==> src/rtl/lcdt_pkg.sv <==
// types, codes and default timing constants of the lcd line timing controller
// no dependencies
`default_nettype none

package lcdt_pkg;

    localparam int DEF_DOTS_PER_LINE = 456;
    localparam int DEF_VISIBLE_LINES = 144;
    localparam int DEF_LAST_LINE     = 153;

    localparam int SCAN_END_DOT = 80;
    localparam int DRAW_END_DOT = 252;

    localparam int MC_W    = 6;
    localparam int DOTS_W  = 8;
    localparam int DOT_W   = 9;
    localparam int LINE_W  = 8;
    localparam int CIDX_W  = 3;
    localparam int CDATA_W = 8;

    typedef enum logic [1:0] {
        MODE_HBLANK = 2'd0,
        MODE_VBLANK = 2'd1,
        MODE_SCAN   = 2'd2,
        MODE_DRAW   = 2'd3
    } t_mode;

    typedef enum logic [CIDX_W-1:0] {
        CFG_COMPARE_LINE  = 3'd0,
        CFG_HBLANK_EN     = 3'd1,
        CFG_VBLANK_EN     = 3'd2,
        CFG_SCAN_EN       = 3'd3,
        CFG_MATCH_EN      = 3'd4
    } t_cfg_index;

    typedef struct packed {
        logic [LINE_W-1:0] compare_line;
        logic              hblank_irq_enable;
        logic              vblank_stat_enable;
        logic              scan_irq_enable;
        logic              match_irq_enable;
    } t_cfg;

    typedef struct packed {
        logic [DOTS_W-1:0] dot_cycles;
        t_mode             lcd_mode;
        logic [LINE_W-1:0] current_line;
        logic              coincidence;
        logic              vblank_request;
        logic              stat_request;
        logic              scan_request;
        logic              render_request;
        logic              window_reset;
    } t_result;

endpackage

`default_nettype wire

==> src/rtl/lcdt_core.sv <==
// dot and line counters, mode tracking and result register of one step
// depends on lcdt_pkg
`default_nettype none

module lcdt_core import lcdt_pkg::*; #(
    parameter int DOTS_PER_LINE = DEF_DOTS_PER_LINE,
    parameter int VISIBLE_LINES = DEF_VISIBLE_LINES,
    parameter int LAST_LINE     = DEF_LAST_LINE
) (
    input  wire logic            i_clk,
    input  wire logic            i_rst_n,
    input  wire logic            i_step,
    input  wire logic [MC_W-1:0] i_machine_cycles,
    input  wire t_cfg            i_cfg,
    output t_result              o_result
);

    logic [DOT_W-1:0]  r_dot;
    logic [LINE_W-1:0] r_line;
    t_mode             r_mode;
    logic              r_scan_done;
    logic              r_render_done;
    t_result           r_result;

    logic [DOT_W-1:0]  n_dot;
    logic [LINE_W-1:0] n_line;
    t_mode             n_mode;
    logic              n_scan_done;
    logic              n_render_done;
    t_result           n_result;

    logic [DOTS_W-1:0] w_dots_in;
    logic [DOT_W:0]    w_dot_sum;
    logic              w_wrap;
    logic [LINE_W:0]   w_line_adv;
    logic [LINE_W:0]   w_cmp_ext;
    logic              w_stat;
    logic              w_vbl;
    logic              w_scan_req;
    logic              w_render_req;

    always_comb begin
        w_dots_in  = {i_machine_cycles, 2'b00};
        w_dot_sum  = {1'b0, r_dot} + {2'b00, w_dots_in};
        w_wrap     = (w_dot_sum >= (DOT_W+1)'(DOTS_PER_LINE));
        n_dot      = w_wrap ? DOT_W'(w_dot_sum - (DOT_W+1)'(DOTS_PER_LINE))
                            : w_dot_sum[DOT_W-1:0];
        w_line_adv = {1'b0, r_line} + {{LINE_W{1'b0}}, w_wrap};
        w_cmp_ext  = {1'b0, i_cfg.compare_line};
        n_scan_done   = r_scan_done && !w_wrap;
        n_render_done = r_render_done;
        n_mode     = r_mode;
        n_line     = w_line_adv[LINE_W-1:0];
        w_vbl      = 1'b0;
        w_scan_req   = 1'b0;
        w_render_req = 1'b0;
        w_stat     = w_wrap && (w_line_adv == w_cmp_ext) && i_cfg.match_irq_enable;

        if (w_line_adv < (LINE_W+1)'(VISIBLE_LINES)) begin
            if (n_dot <= DOT_W'(SCAN_END_DOT)) begin
                if (r_mode == MODE_VBLANK && i_cfg.scan_irq_enable) begin
                    w_stat = 1'b1;
                end
                n_mode = MODE_SCAN;
            end else if (n_dot <= DOT_W'(DRAW_END_DOT)) begin
                n_mode = MODE_DRAW;
            end else begin
                if (r_mode == MODE_DRAW && i_cfg.hblank_irq_enable) begin
                    w_stat = 1'b1;
                end
                n_mode = MODE_HBLANK;
            end
        end

        if (w_line_adv == (LINE_W+1)'(VISIBLE_LINES)) begin
            n_mode = MODE_VBLANK;
            w_vbl  = 1'b1;
            if (i_cfg.vblank_stat_enable) begin
                w_stat = 1'b1;
            end
        end else if (w_line_adv > (LINE_W+1)'(LAST_LINE)) begin
            // frame wrap forces oam scan whatever the dot position
            n_mode = MODE_SCAN;
            n_line = '0;
            if (i_cfg.compare_line == '0 && i_cfg.match_irq_enable) begin
                w_stat = 1'b1;
            end
        end

        case (n_mode)
            MODE_SCAN: begin
                if (!n_scan_done) begin
                    w_scan_req    = 1'b1;
                    n_scan_done   = 1'b1;
                    n_render_done = 1'b0;
                end
            end
            MODE_DRAW: begin
                if (!n_render_done) begin
                    w_render_req  = 1'b1;
                    n_render_done = 1'b1;
                end
            end
            default: begin
            end
        endcase

        n_result.dot_cycles     = w_dots_in;
        n_result.lcd_mode       = n_mode;
        n_result.current_line   = n_line;
        n_result.coincidence    = (n_line == i_cfg.compare_line);
        n_result.vblank_request = w_vbl;
        n_result.stat_request   = w_stat;
        n_result.scan_request   = w_scan_req;
        n_result.render_request = w_render_req;
        n_result.window_reset   = w_vbl;
    end

    always_ff @(posedge i_clk) begin
        if (!i_rst_n) begin
            r_dot         <= '0;
            r_line        <= '0;
            r_mode        <= MODE_VBLANK;
            r_scan_done   <= 1'b0;
            r_render_done <= 1'b0;
        end else if (i_step) begin
            r_dot         <= n_dot;
            r_line        <= n_line;
            r_mode        <= n_mode;
            r_scan_done   <= n_scan_done;
            r_render_done <= n_render_done;
        end
    end

    // result payload, held while the output is stalled
    always_ff @(posedge i_clk) begin
        if (i_step) begin
            r_result <= n_result;
        end
    end

    assign o_result = r_result;

endmodule

`default_nettype wire

==> src/rtl/lcd_line_timing_controller_top.sv <==
// top level of the lcd line timing controller: handshakes, input register,
// configuration registers; depends on lcdt_pkg and lcdt_core
//
//  channel  direction  handshake                       payload
//  input    in         i_valid / o_stall               i_machine_cycles
//  result   out        o_valid / i_stall               o_dot_cycles .. o_window_reset
//  config   in         i_cfg_valid / o_cfg_ready       i_cfg_index, i_cfg_data
//
// one step per clock sustained while the result is not stalled; an accepted input
// waits in the input register, which feeds the counter update into the result register
// the dot/line/mode update is combinational and registered back onto itself in lcdt_core
// synchronous reset clears counters, mode (vblank), one-shot flags and config
// a stalled result holds in the output register; o_stall rises only when the
// input register is also full, so one transaction can wait behind it
`default_nettype none

module lcd_line_timing_controller_top import lcdt_pkg::*; #(
    parameter int DOTS_PER_LINE = DEF_DOTS_PER_LINE,
    parameter int VISIBLE_LINES = DEF_VISIBLE_LINES,
    parameter int LAST_LINE     = DEF_LAST_LINE
) (
    input  wire logic               i_clk,
    input  wire logic               i_rst_n,
    input  wire logic               i_valid,
    output logic                    o_stall,
    input  wire logic [MC_W-1:0]    i_machine_cycles,
    output logic                    o_valid,
    input  wire logic               i_stall,
    output logic [DOTS_W-1:0]       o_dot_cycles,
    output logic [1:0]              o_lcd_mode,
    output logic [LINE_W-1:0]       o_current_line,
    output logic                    o_coincidence,
    output logic                    o_vblank_request,
    output logic                    o_stat_request,
    output logic                    o_scan_request,
    output logic                    o_render_request,
    output logic                    o_window_reset,
    input  wire logic               i_cfg_valid,
    output logic                    o_cfg_ready,
    input  wire logic [CIDX_W-1:0]  i_cfg_index,
    input  wire logic [CDATA_W-1:0] i_cfg_data
);

    logic            r_in_valid;
    logic [MC_W-1:0] r_in_mc;
    logic            r_out_valid;
    t_cfg            r_cfg;
    logic            n_in_valid;
    logic            n_out_valid;
    logic            w_out_free;
    logic            w_step;
    logic            w_in_take;
    t_result         w_result;

    always_comb begin
        w_out_free  = !r_out_valid || !i_stall;
        w_step      = r_in_valid && w_out_free;
        o_stall     = r_in_valid && !w_out_free;
        w_in_take   = i_valid && !o_stall;
        n_in_valid  = w_in_take || (r_in_valid && !w_step);
        n_out_valid = w_step || (r_out_valid && i_stall);
    end

    always_ff @(posedge i_clk) begin
        if (!i_rst_n) begin
            r_in_valid  <= 1'b0;
            r_out_valid <= 1'b0;
        end else begin
            r_in_valid  <= n_in_valid;
            r_out_valid <= n_out_valid;
        end
    end

    always_ff @(posedge i_clk) begin
        if (w_in_take) begin
            r_in_mc <= i_machine_cycles;
        end
    end

    // register writes; an index beyond the list is dropped
    always_ff @(posedge i_clk) begin
        if (!i_rst_n) begin
            r_cfg <= '0;
        end else if (i_cfg_valid) begin
            case (t_cfg_index'(i_cfg_index))
                CFG_COMPARE_LINE: r_cfg.compare_line       <= i_cfg_data[LINE_W-1:0];
                CFG_HBLANK_EN:    r_cfg.hblank_irq_enable  <= i_cfg_data[0];
                CFG_VBLANK_EN:    r_cfg.vblank_stat_enable <= i_cfg_data[0];
                CFG_SCAN_EN:      r_cfg.scan_irq_enable    <= i_cfg_data[0];
                CFG_MATCH_EN:     r_cfg.match_irq_enable   <= i_cfg_data[0];
                default: begin
                end
            endcase
        end
    end

    assign o_cfg_ready = 1'b1;

    lcdt_core #(
        .DOTS_PER_LINE (DOTS_PER_LINE),
        .VISIBLE_LINES (VISIBLE_LINES),
        .LAST_LINE     (LAST_LINE)
    ) u_core (
        .i_clk            (i_clk),
        .i_rst_n          (i_rst_n),
        .i_step           (w_step),
        .i_machine_cycles (r_in_mc),
        .i_cfg            (r_cfg),
        .o_result         (w_result)
    );

    assign o_valid          = r_out_valid;
    assign o_dot_cycles     = w_result.dot_cycles;
    assign o_lcd_mode       = w_result.lcd_mode;
    assign o_current_line   = w_result.current_line;
    assign o_coincidence    = w_result.coincidence;
    assign o_vblank_request = w_result.vblank_request;
    assign o_stat_request   = w_result.stat_request;
    assign o_scan_request   = w_result.scan_request;
    assign o_render_request = w_result.render_request;
    assign o_window_reset   = w_result.window_reset;

endmodule

`default_nettype wire

==> config.mk <==
export PLATFORM = sky130hd
export DESIGN_NAME = lcd_line_timing_controller_top
export DESIGN_NICKNAME = d
export VERILOG_FILES = /design/src/rtl/lcdt_pkg.sv /design/src/rtl/lcdt_core.sv /design/src/rtl/lcd_line_timing_controller_top.sv
export SDC_FILE = /design/constraint.sdc
export NUM_CORES = 1
export LEC_CHECK = 0
export ABC_AREA = 1
export BUFFER_PORTS_ARGS = -buffer_cell sky130_fd_sc_hd__buf_2
export CAP_MARGIN = 20
export CELL_PAD_IN_SITES_DETAIL_PLACEMENT = 1
export CELL_PAD_IN_SITES_GLOBAL_PLACEMENT = 1
export CORE_MARGIN = 2
export CORE_UTILIZATION = 45
export CTS_CLUSTER_DIAMETER = 100
export DETAILED_ROUTE_END_ITERATION = 10
export PLACE_DENSITY = 0.95
export SLEW_MARGIN = 20
export SYNTH_ARGS = -nofsm -noshare
export SYNTH_HDL_FRONTEND = slang
export SYNTH_SLANG_ARGS = --single-unit
==> constraint.sdc <==
create_clock -name i_clk -period 9.2 [get_ports i_clk]
set_input_delay 1.84 -clock i_clk [delete_from_list [all_inputs] [get_ports i_clk]]
set_output_delay 1.84 -clock i_clk [all_outputs]
set_load 0.05 [all_outputs]
==> key figures, run 1 <==
Logic synthesis
  • Most used DFF post-synth: dfxtp_1
  • Yosys warnings: 0
  • Ys async rst share: 0%
  • Largest area contributor in the netlist: edfxtp_1
  • Post-synthesis sequential element count: 60
  • Synth Instances: ~390
  • EDFF count, synth: 27
  • Yosys top cell area share: approximately a quarter
  • Leading post-synthesis cells by cell area: edfxtp_1 (25%), dfxtp_1 (21%), nand2_1 (8.7%)
  • Synth Area per Inst: slightly above 8 um^2
  • Post-Syn Area: between 3000 and 4000 um^2
  • Top-count cell post-synth: nand2_1
  • Synth top cells by count: nand2_1 (74), inv_1 (58), a21oi_1 (34)
  • Library cells used by synthesis: 37
  • Seq/Total Area, Yosys: 46.0%

Timing
  • Final hold vios: 0
  • Fmax: approximately 220 MHz
  • Unrepaired setup endpoints after global routing: no
  • Final hold slack: 0.468 ns
  • Sum Neg Setup Slack: 0 ns
  • Max-slew headroom: between 60% and 70%
  • Worst-Margin Slew: ~0.53 ns
  • Final Cycle Share: between 40% and 50%
  • Crit path time final: ~4.5 ns
  • Final worst slack: around 4.7 ns
  • Final Setup Violations: 0
  • Clock Skew: about 0.015 ns
  • Fin. max-slew vios: 0

Clocking
  • Max Root-Sink Buffers: 2
  • Post-CTS Hold Buffers: 0
  • H-Tree Level Count: 3
  • CTS tree: done
  • Clk Latency, worst-skew pair: roughly 0.36 ns
  • Clk pin slew, worst setup/hold paths: approximately 0.07 ns
  • Root Driver: clkbuf_8
  • Clock buffers created by TritonCTS: 9
  • Setup Fix Bufs, Post-CTS: 0
  • CTS Sinks: 60
  • Post-CTS Resized: 0

Run status
  • Status: finished, final reports clean

Critical path
  • Crit Path Class: register to register
  • Crit path max fanout: 10
  • CP endpoint kind: register
  • Arr. time, crit path: around 4.7 ns
  • Crit path required time: roughly 9.4 ns
  • Worst Setup Start Kind: register

Drt
  • Drt drc: 0
  • DR WL/cell: 15.9 um
  • DRT iter0 DRCs: around 140
  • Post-Route WL: 8.53 mm
  • DR vias/cell: roughly 5.3
  • DR vias: roughly 2,800
  • Post-route ant nets: 0
  • First-pass DRT Iterations: 4

Flow run
  • Max-Cap Viols: 0

Placement
  • HPWL Detailed: around 6.2 mm
  • Place WS: a little under 5 ns
  • # port buffers: 45
  • DP Area: 3510 um^2
  • Placed insts: 520
  • RD Place Congestion: just under 0.9

Power
  • Power Dens Cells: 182 nW/um^2
  • Worst vdd ir: 0.140 mV
  • Leakage Power: 1.65 nW

Global routing
  • GRT overflow: 0
  • First-pass GRT wire length: roughly 14 mm
  • Number of antenna violations at the first check in global routing: 0
  • Largest net degree at the start of global routing: 44
  • Vias in the first global route: 2,821
  • All-Layer GR Usage: 23.7%

Layout
  • Non-Filler Instances: 536
  • Layout cells sized above 1: between 10% and 20%
  • Ant. Diodes: 0
  • Nets: 468
  • Area Growth Syn to Fin: 15.1%
  • Design Area, Final: between 3000 and 4000 um^2

Floorplan
  • Core Region: just under 7000 um^2
  • Die area: 7800 um^2
  • Die W: ~90 um
  • I/O pins: between 40 and 50
  • FP Rows: 30
  • Die H: 88.3 um
  • Initial Util: between 40% and 50%

Worst hold path
  • Worst hold-check path type: register to register
## metal layers
metal,vias up,track usage (%),share of wire (%)
met2,66,39.6,49
met4,0,8.40,2.3
met3,17,5.50,4.3
li1,1369,-,-
met1,1363,30.2,44
met5,-,0,0
## layout by cell type, fill, tap and decap left out, drive strengths merged, types with 2 or more instances in the layout
cell type	n
clkbuf	12
buf	46
o21ai	25
nand3b	3
o22ai	2
nand3	18
a31oi	3
o211ai	3
xnor2	3
nor2	33
conb	3
nand4	11
a21oi	35
inv	59
dfxtp	33
xor2	11
o2111ai	2
nand2	80
ha	10
nor3	7
edfxtp	27
nor4	4
clkinv	6
## cell type report
cell class                      instances  area [um^2]
Clock buffer                           12          145
Clock inverter                          4         26.3
Fill cell                             862         3150
Inverter                               62          233
Multi-Input combinational cell        256         1460
Sequential cell                        60         1470
Tap cell                               96          120
Timing Repair Buffer                   46          233
## worst paths after layout
kind              start             endpoint  slack, ns  depth (start not counted)
max          r_in_mc[0]   u_core.o_result[5]       4.66                         23
max reg2reg  r_in_mc[0]   u_core.o_result[5]       4.66                         23
min reg2reg  r_in_mc[0]  u_core.o_result[18]       0.47                          0
min          r_in_mc[0]  u_core.o_result[18]       0.47                          0
## report_power, final
part	total [mW]	switching [mW]	internal [mW]
registers	0.308	0.0102	0.298
clock network	0.214	0.109	0.105
logic	0.147	0.105	0.0427
## state kept, by name (all words and copies together) (netlist names)
register / cells
u_core.r_scan_done: 1
r_cfg: 12
o_valid: 1
r_in_mc: 6
u_core.r_dot: 7
u_core.r_line: 8
r_in_valid: 1
u_core.r_mode: 2
u_core.o_result: 21
u_core.r_render_done: 1
## worst max-delay path, stage by stage, from the launching register on
cell      delay (ns)
edfxtp_1        0.39
ha_1            0.26
fa_1            0.45
inv_1           0.08
nand2_1         0.06
nand2_1         0.12
ha_1            0.16
nand2_1         0.05
nand4_1         0.12
nand4_2         0.21
nand2_4         0.18
ha_1            0.23
ha_1            0.23
nand4_1         0.16
nor3_1          0.16
inv_1           0.08
nand2_1         0.13
nand2_2         0.12
a21oi_4         0.22
nand2_4         0.14
nor2_2          0.17
xor2_1          0.27
o211ai_1        0.16
nor4_2          0.23
## cell families after synthesis
| logic type | count (synthesis) | synth area share [%] |
|---|---|---|
| compound gates | 72 | 12.4 |
| xor+xnor | 14 | 4.07 |
| buf+inv | 72 | 8.91 |
| flops | 60 | 46.0 |
| other cells | 2 | 0.235 |
| fa+ha+maj | 11 | 4.53 |
| simple gates | 156 | 23.8 |
## per-stage QoR
stage | power (mW) | util, %
after floorplan | 0.421 | -
after global placement | 0.449 | 51.4
after detailed placement | 0.458 | 51.4
after CTS | 0.672 | 53.9
after global routing | 0.701 | 53.9
final | 0.669 | 53.9
No activity file was read; power rests on OpenSTA's default activity.
==> run 2, diff against run 1 <==
--- a/config.mk
+++ b/config.mk
@@ -5,16 +5,16 @@
 export SDC_FILE = /design/constraint.sdc
 export NUM_CORES = 1
 export LEC_CHECK = 0
-export ABC_AREA = 1
+export ABC_AREA = 0
 export BUFFER_PORTS_ARGS = -buffer_cell sky130_fd_sc_hd__buf_2
 export CAP_MARGIN = 20
 export CELL_PAD_IN_SITES_DETAIL_PLACEMENT = 1
 export CELL_PAD_IN_SITES_GLOBAL_PLACEMENT = 1
 export CORE_MARGIN = 2
-export CORE_UTILIZATION = 45
+export CORE_UTILIZATION = 40
 export CTS_CLUSTER_DIAMETER = 100
 export DETAILED_ROUTE_END_ITERATION = 10
-export PLACE_DENSITY = 0.95
+export PLACE_DENSITY = 0.87
 export SLEW_MARGIN = 20
 export SYNTH_ARGS = -nofsm -noshare
 export SYNTH_HDL_FRONTEND = slang
==> constraint.sdc (replaced) <==
create_clock -name i_clk -period 3.8 [get_ports i_clk]
set_input_delay 0.76 -clock i_clk [delete_from_list [all_inputs] [get_ports i_clk]]
set_output_delay 0.76 -clock i_clk [all_outputs]
set_load 0.05 [all_outputs]
==> key figures, run 2 <==
Run status
  • Status: finished with violations
  • Violated checks: setup timing

Critical path
  • Worst-path cell chain: ha_4 -> fa_2 -> buf_6 -> xor2_2 -> buf_4 -> nor2_1 -> o211ai_1 -> o211ai_1 -> and2_4 -> inv_4 -> ha_4 -> ha_4 -> nand3_4 -> buf_6 -> nand2_4 -> o22ai_4 -> a31oi_4 -> nor4bb_4 -> buf_4 -> inv_1 -> a21oi_4 -> buf_4 -> a21o_1
  • CP endpoint kind: register
  • Crit Path Class: register to register
  • Crit path max-delay family: compound AO/OA/AOI/OAI gates
  • Slowest cell on crit path: edfxtp_1
  • R2r startpoint: r_in_mc[0]
  • Critical Path Max Stage Delay: 0.45 ns (about the same)
  • Crit path required time: 4.10 ns (-5.28 ns)
  • Worst Path Buf+Inv: 7 (+5)
  • Worst Setup Start Kind: register
  • Worst setup startpoint: r_in_mc[0]
  • Crit path max fanout: 4 (-6)
  • Arr. time, crit path: 5.04 ns (+0.31 ns)

Layout
  • Area Growth Syn to Fin: 44.7%
  • Max FFs per register: 21 (unchanged)
  • Nets: 530 (+13%)
  • Most frequent cells in the layout: buf_4 (63), nand2_1 (46), buf_2 (45)
  • Design Area, Final: 5080 um^2 (+38%)
  • Leading cell type in the layout, fill and taps excluded: buf_4
  • Ant. Diodes: 0 (unchanged)
  • Fillers: 941 (+9.2%)
  • Layout Utilization: 58.9% (+4.9 points)
  • Layout cells sized above 1: 44.4% (+26 points)

Timing
  • Unrepaired setup endpoints after global routing: yes
  • Sum Neg Setup Slack: -16.59 ns (-16.59 ns)
  • Final Cycle Share: 125% (+75 points)
  • Final worst slack: -0.939 ns (-5.59 ns)
  • Final hold vios: 0 (unchanged)
  • Fin. max-slew vios: 0 (unchanged)
  • Crit path time final: 4.74 ns (+0.194 ns)
  • Fmax: 211 MHz (-4.1%)
  • Max-slew headroom: 44.5% (-20 points)
  • Final Setup Violations: 27 (+27)
  • Worst-Margin Slew: 0.831 ns (+0.302 ns)
  • Clock Skew: 0.0135 ns (-0.00132 ns)
  • Final hold slack: 0.480 ns (+0.0113 ns)

Drt
  • Post-Route WL: 15.9 mm (+86%)
  • Post-route ant nets: 0 (unchanged)
  • DR WL/cell: 26.0 um (+64%)
  • DR vias: 3,803 (+35%)
  • DRT iter0 DRCs: 303 (+120%)
  • Drt drc: 0 (unchanged)
  • DR vias/cell: 6.23 (+19%)
  • First-pass DRT Iterations: 5 (+1)

Logic synthesis
  • Synth Area per Inst: 9.32 um^2 (+13%)
  • Seq/Total Area, Yosys: 41.9% (-4.1 points)
  • Ys async rst share: 0% (unchanged)
  • EDFF count, synth: 27 (unchanged)
  • Synth Instances: 377 (-2.6%)
  • Top-count cell post-synth: nand2_1
  • Synth top cells by count: nand2_1 (54), dfxtp_1 (33), edfxtp_1 (27)
  • Yosys warnings: 0 (unchanged)
  • Yosys top cell area share: 23.1% (-2.3 points)
  • Post-Syn Area: 3510 um^2 (+9.8%)
  • Most used DFF post-synth: dfxtp_1
  • Library cells used by synthesis: 71 (+92%)
  • Largest area contributor in the netlist: edfxtp_1
  • Leading post-synthesis cells by cell area: edfxtp_1 (23%), dfxtp_1 (19%), nand2_1 (5.8%)
  • Post-synthesis sequential element count: 60 (unchanged)

Global routing
  • Number of antenna violations at the first check in global routing: 0 (unchanged)
  • Vias in the first global route: 3,840 (+36%)
  • All-Layer GR Usage: 27.7% (+4.0 points)
  • Largest net degree at the start of global routing: 37 (-16%)
  • First-pass GRT wire length: 20.6 mm (+48%)
  • GRT overflow: 0 (unchanged)

Worst hold path
  • Worst hold-check path type: register to register
  • Hold_sp: r_in_mc[3]

Power
  • P_int: 1.29 mW (+190%)
  • Reg power frac: 37.3% (-8.8 points)
  • Sw frac: 35.0% (+1.5 points)
  • Worst vdd ir: 0.179 mV (+28%)
  • Leakage Power: 2.14 nW (+30%)
  • Power Dens Cells: 390 nW/um^2 (+110%)
  • Net Switching: 694 uW (+210%)
  • Clock Power Share: 31.6% (-0.3 points)
  • Comb pwr share: 31.1% (+9.1 points)

Floorplan
  • Die W: 97.7 um (+11%)
  • Core Region: 8640 um^2 (+26%)
  • FP Rows: 34 (+13%)
  • I/O pins: 49 (unchanged)
  • Die area: 9550 um^2 (+22%)
  • Die H: 97.7 um (+11%)
  • Initial Util: 40.7% (-6.2 points)

Clocking
  • Max Root-Sink Buffers: 2 (unchanged)
  • Root Driver: clkbuf_8
  • Post-CTS Hold Buffers: 0 (unchanged)
  • CTS tree: done
  • H-Tree Level Count: 3 (unchanged)
  • CTS Sinks: 60 (unchanged)
  • Clock buffers created by TritonCTS: 9 (unchanged)
  • Clk pin slew, worst setup/hold paths: 0.08 ns (about the same)
  • Clk Latency, worst-skew pair: 0.38 ns (+0.02 ns)

Placement
  • RD Place Congestion: 0.851 (-4.5%)
  • DP Area: 4290 um^2 (+22%)
  • Place WS: -0.664 ns (-5.48 ns)
  • HPWL Detailed: 8.05 mm (+29%)
  • # port buffers: 45 (unchanged)

Flow run
  • Max-Cap Viols: 0 (unchanged)
## run 2: cell types whose count changed after synthesis, sizes merged, moves of 6 or more
cell / delta
nand4: -6
a21oi: -25
inv: -47
nand2b: +7
nor2b: +11
and2: +11
o21ai: -10
nor2: -9
nand2: -26
a21boi: +17
a211oi: +7
and3: +7
nand3: -7
## run 2: cell type report
cell class / instances / area, um^2 / share of cell area, %
Multi-Input combinational cell: 289 / 2350 / 46.1
Sequential cell: 60 / 1470 / 28.9
Timing Repair Buffer: 124 / 878 / 17.3
Clock buffer: 11 / 141 / 2.78
Tap cell: 108 / 135 / 2.66
Clock inverter: 5 / 60.1 / 1.18
Inverter: 13 / 51.3 / 1.01
## run 2: logic make-up (layout without fill, tap and decap cells)
family / after synthesis / in the layout / synth area share (%)
XOR/XNOR: 15 / 15 / 3.74
multiplexers: 8 / 8 / 2.49
flip-flops: 60 / 60 / 41.9
AND/OR/NAND/NOR: 160 / 160 / 23.9
adder cells (fa/ha/maj): 11 / 11 / 4.13
AO/OA/AOI/OAI: 92 / 92 / 20.1
buffers and inverters: 29 / 153 / 3.56
other: 2 / 3 / 0.214
## run 2: repair_timing
item,in CTS,in global routing
buffers inserted,15,11
resized for setup,47,59
setup endpoints to repair,25,27
cloned,0,0
pin swaps,24,25
## run 2: worst reg2reg max path, delay by kind of cell, from the launching register on
family                   cells  cell delay (ns)
flip-flops                   1             0.45
adder cells (fa/ha/maj)      4             1.01
XOR/XNOR                     1             0.17
buffers and inverters        7             0.94
AND/OR/NAND/NOR              5             1.00
AO/OA/AOI/OAI                6             1.11
## run 2: worst paths after layout
| kind | to | slack, ns | cells past startpoint |
|---|---|---|---|
| worst max-delay path | u_core.r_mode[0] | -0.94 | 23 |
| worst min-delay path | u_core.o_result[21] | 0.48 | 0 |
| worst max register to register | u_core.r_mode[0] | -0.94 | 23 |
| worst min register to register | u_core.o_result[21] | 0.48 | 0 |
## run 2: power by group through the flow
stage / registers [mW] / clock network (mW) / logic [mW]
after floorplan: 0.798 / 0 / 0.268
after global placement: 0.748 / 0 / 0.461
after detailed placement: 0.751 / 0 / 0.485
after CTS: 0.737 / 0.604 / 0.529
after global routing: 0.742 / 0.642 / 0.640
final: 0.740 / 0.626 / 0.617
## run 2: metrics by stage
stage               instances  total power [mW]
finish                    610              1.98
global route              610              2.02
detailed placement        571              1.24
floorplan                 378              1.07
CTS                       601              1.87
global placement          571              1.21
## run 2: routing by layer
metal | vias up | routed length, um | track usage (%) | part of all wire (%)
met5 | - | 0 | 0 | 0
met4 | 0 | 979 | 14.2 | 6.2
met3 | 77 | 1270 | 4.24 | 8.0
met2 | 265 | 7510 | 47.9 | 47
met1 | 1853 | 6110 | 33.3 | 38
li1 | 1608 | - | - | -
==> run 3, diff against run 2 <==
--- a/config.mk
+++ b/config.mk
@@ -14,7 +14,8 @@
 export CORE_UTILIZATION = 40
 export CTS_CLUSTER_DIAMETER = 100
 export DETAILED_ROUTE_END_ITERATION = 10
-export PLACE_DENSITY = 0.87
+export PLACE_DENSITY = 0.82
+export RECOVER_POWER = 25
 export SLEW_MARGIN = 20
 export SYNTH_ARGS = -nofsm -noshare
 export SYNTH_HDL_FRONTEND = slang
==> key figures, run 3 (synthesis gave the netlist of run 2 again) <==
Run status
  • Status: finished with violations
  • Violated checks: setup timing

Floorplan
  • FP Rows: 34 (unchanged)
  • Die W: 97.7 um (unchanged)
  • Initial Util: 40.7% (unchanged)
  • I/O pins: 49 (unchanged)
  • Die area: 9550 um^2 (unchanged)
  • Die H: 97.7 um (unchanged)
  • Core Region: 8640 um^2 (unchanged)

Timing
  • Final Setup Violations: 27 (unchanged)
  • Final Cycle Share: 121% (-4.0 points)
  • Final hold vios: 0 (unchanged)
  • Final hold slack: 0.512 ns (+0.0321 ns)
  • Unrepaired setup endpoints after global routing: yes
  • Fmax: 218 MHz (+3.3%)
  • Clock Skew: 0.0175 ns (+0.00404 ns)
  • Fin. max-slew vios: 0 (unchanged)
  • Crit path time final: 4.59 ns (-0.153 ns)
  • Max-slew headroom: 48.5% (+4.1 points)
  • Worst-Margin Slew: 0.770 ns (-0.0611 ns)
  • Final worst slack: -0.785 ns (+0.153 ns)

Clocking
  • Clock buffers created by TritonCTS: 9 (unchanged)
  • Post-CTS Hold Buffers: 0 (unchanged)
  • Clk Latency, worst-skew pair: 0.37 ns (about the same)
  • Clk pin slew, worst setup/hold paths: 0.07 ns (about the same)
  • Root Driver: clkbuf_8
  • Max Root-Sink Buffers: 2 (unchanged)
  • CTS tree: done
  • H-Tree Level Count: 3 (unchanged)
  • CTS Sinks: 60 (unchanged)

Critical path
  • Crit path max fanout: 3 (-1)
  • Crit path max-delay family: simple AND/OR/NAND/NOR gates
  • Most used cell, CP: ha_4
  • Worst Setup Start Kind: register
  • R2r startpoint: r_in_mc[0]
  • Worst-path cell chain: ha_4 -> fa_2 -> a211oi_4 -> nor4b_1 -> or3b_1 -> o211ai_1 -> and2_4 -> inv_4 -> ha_4 -> ha_4 -> buf_4 -> xor2_2 -> nor2_2 -> nor4_4 -> o21ai_2 -> nor2b_4 -> buf_6 -> a22oi_1 -> nor3_1 -> a21oi_1 -> nor3_2
  • Crit path required time: 4.02 ns (-0.08 ns)
  • Arr. time, crit path: 4.81 ns (-0.23 ns)
  • Slowest cell on crit path: edfxtp_1
  • Worst setup startpoint: r_in_mc[0]
  • Critical Path Max Stage Delay: 0.44 ns (about the same)
  • Crit Path Class: register to register
  • Worst Path Buf+Inv: 3 (-4)
  • CP endpoint kind: register

Worst hold path
  • Worst hold-check path type: register to register
  • Hold_sp: r_in_mc[2]

Global routing
  • GRT overflow: 0 (unchanged)
  • All-Layer GR Usage: 26.8% (-0.83 points)
  • First-pass GRT wire length: 20.1 mm (-2.6%)
  • Number of antenna violations at the first check in global routing: 0 (unchanged)
  • Largest net degree at the start of global routing: 35 (-5.4%)
  • Vias in the first global route: 3,683 (-4.1%)

Layout
  • Seq. cell area: 1470 um^2 (unchanged)
  • Fillers: 992 (+5.4%)
  • Most frequent cells in the layout: buf_4 (63), nand2_1 (50), buf_2 (43)
  • Max FFs per register: 21 (unchanged)
  • Ant. Diodes: 0 (unchanged)
  • Design Area, Final: 5010 um^2 (-1.5%)
  • Multi-input gate area: 2330 um^2 (-0.64%)
  • Leading cell type in the layout, fill and taps excluded: buf_4
  • Area Growth Syn to Fin: 42.6%
  • Nets: 528 (-0.38%)
  • Layout cells sized above 1: 42.0% (-2.4 points)

Placement
  • HPWL Detailed: 7.51 mm (-6.6%)
  • RD Place Congestion: 0.883 (+3.7%)
  • # port buffers: 45 (unchanged)
  • DP Area: 4300 um^2 (+0.18%)

Power
  • Worst vdd ir: 0.176 mV (-1.6%)
  • Leakage Power: 2.02 nW (-5.6%)
  • Power Dens Cells: 375 nW/um^2 (-3.8%)

Drt
  • DR vias: 3,745 (-1.5%)
  • DR vias/cell: 6.16 (-1.2%)
  • DRT iter0 DRCs: 347 (+15%)
  • DR WL/cell: 24.5 um (-5.7%)
  • Post-Route WL: 14.9 mm (-6.0%)
  • Post-route ant nets: 0 (unchanged)
  • Drt drc: 0 (unchanged)
  • First-pass DRT Iterations: 5 (unchanged)

Flow run
  • Max-Cap Viols: 0 (unchanged)
==> run 3: cell count changes in the layout (fill, tap and decap cells not counted), moves of 3 or more <==
| cell | change |
|---|---|
| a211oi_2 | -4 |
| nand2_1 | +4 |
| nor3_2 | -3 |
| a211oi_4 | +3 |
==> run 3: area by class of cell <==
| type | count | share of cell area, % |
|---|---|---|
| clock buffers | 10 | 2.55 |
| clock inverters | 6 | 0.799 |
| inverters | 13 | 1.02 |
| multi-input cells | 289 | 46.5 |
| flip-flops and latches | 60 | 29.4 |
| well taps | 108 | 2.70 |
| repair buffers | 122 | 17.0 |
==> run 3: path summary, 6_finish.rpt <==
check | end | depth (start not counted) | slack, ns
setup / recovery | u_core.o_result[5] | 21 | -0.79
hold / removal | u_core.o_result[20] | 0 | 0.51
setup reg to reg | u_core.o_result[5] | 21 | -0.79
hold reg to reg | u_core.o_result[20] | 0 | 0.51
==> run 3: per-stage QoR <==
step | instances | total power, mW | TNS (ns) | utilization, % | setup WS [ns]
2_1_floorplan | 378 | 1.07 | -3.94 | - | -0.453
3_3_place_gp | 572 | 1.21 | -3.57 | 49.8 | -0.341
3_5_place_dp | 572 | 1.23 | -8.14 | 49.8 | -0.565
4_1_cts | 595 | 1.77 | -4.65 | 54.4 | -0.368
5_1_grt | 608 | 1.94 | -16.52 | 58.0 | -0.935
6_report | 608 | 1.88 | -12.83 | 58.0 | -0.785
==> run 3: worst register-to-register path, cell delays in order (launching register included) <==
cell and delay, ns:
edfxtp_1 0.44, ha_4 0.20, fa_2 0.43, a211oi_4 0.31
nor4b_1 0.11, or3b_1 0.42, o211ai_1 0.17, and2_4 0.22
inv_4 0.04, ha_4 0.17, ha_4 0.19, buf_4 0.14
xor2_2 0.15, nor2_2 0.21, nor4_4 0.07, o21ai_2 0.18
nor2b_4 0.22, buf_6 0.15, a22oi_1 0.09, nor3_1 0.28
a21oi_1 0.10, nor3_2 0.18
==> run 3: report_power, final <==
part | switching, mW | internal, mW | total [mW] | leakage [nW]
Sequential | 0.0265 | 0.715 | 0.741 | 0.521
Clock | 0.286 | 0.235 | 0.522 | 0.0780
Combinational | 0.364 | 0.253 | 0.617 | 1.42
==> run 3: repair_timing <==
action | 4_1_cts | 5_1_grt
gates resized for setup | 37 | 57
pin swaps | 19 | 29
endpoints found under the setup margin | 25 | 27
buffers inserted | 7 | 13
==> run 3: metal layers <==
layer  global-route usage (%)  part of all wire, %  up-vias
met5                        0                    0        -
met4                     13.2                  5.6        0
met3                     4.68                  7.2       75
met2                     43.7                   47      227
met1                     34.5                   41     1839
li1                         -                    -     1604
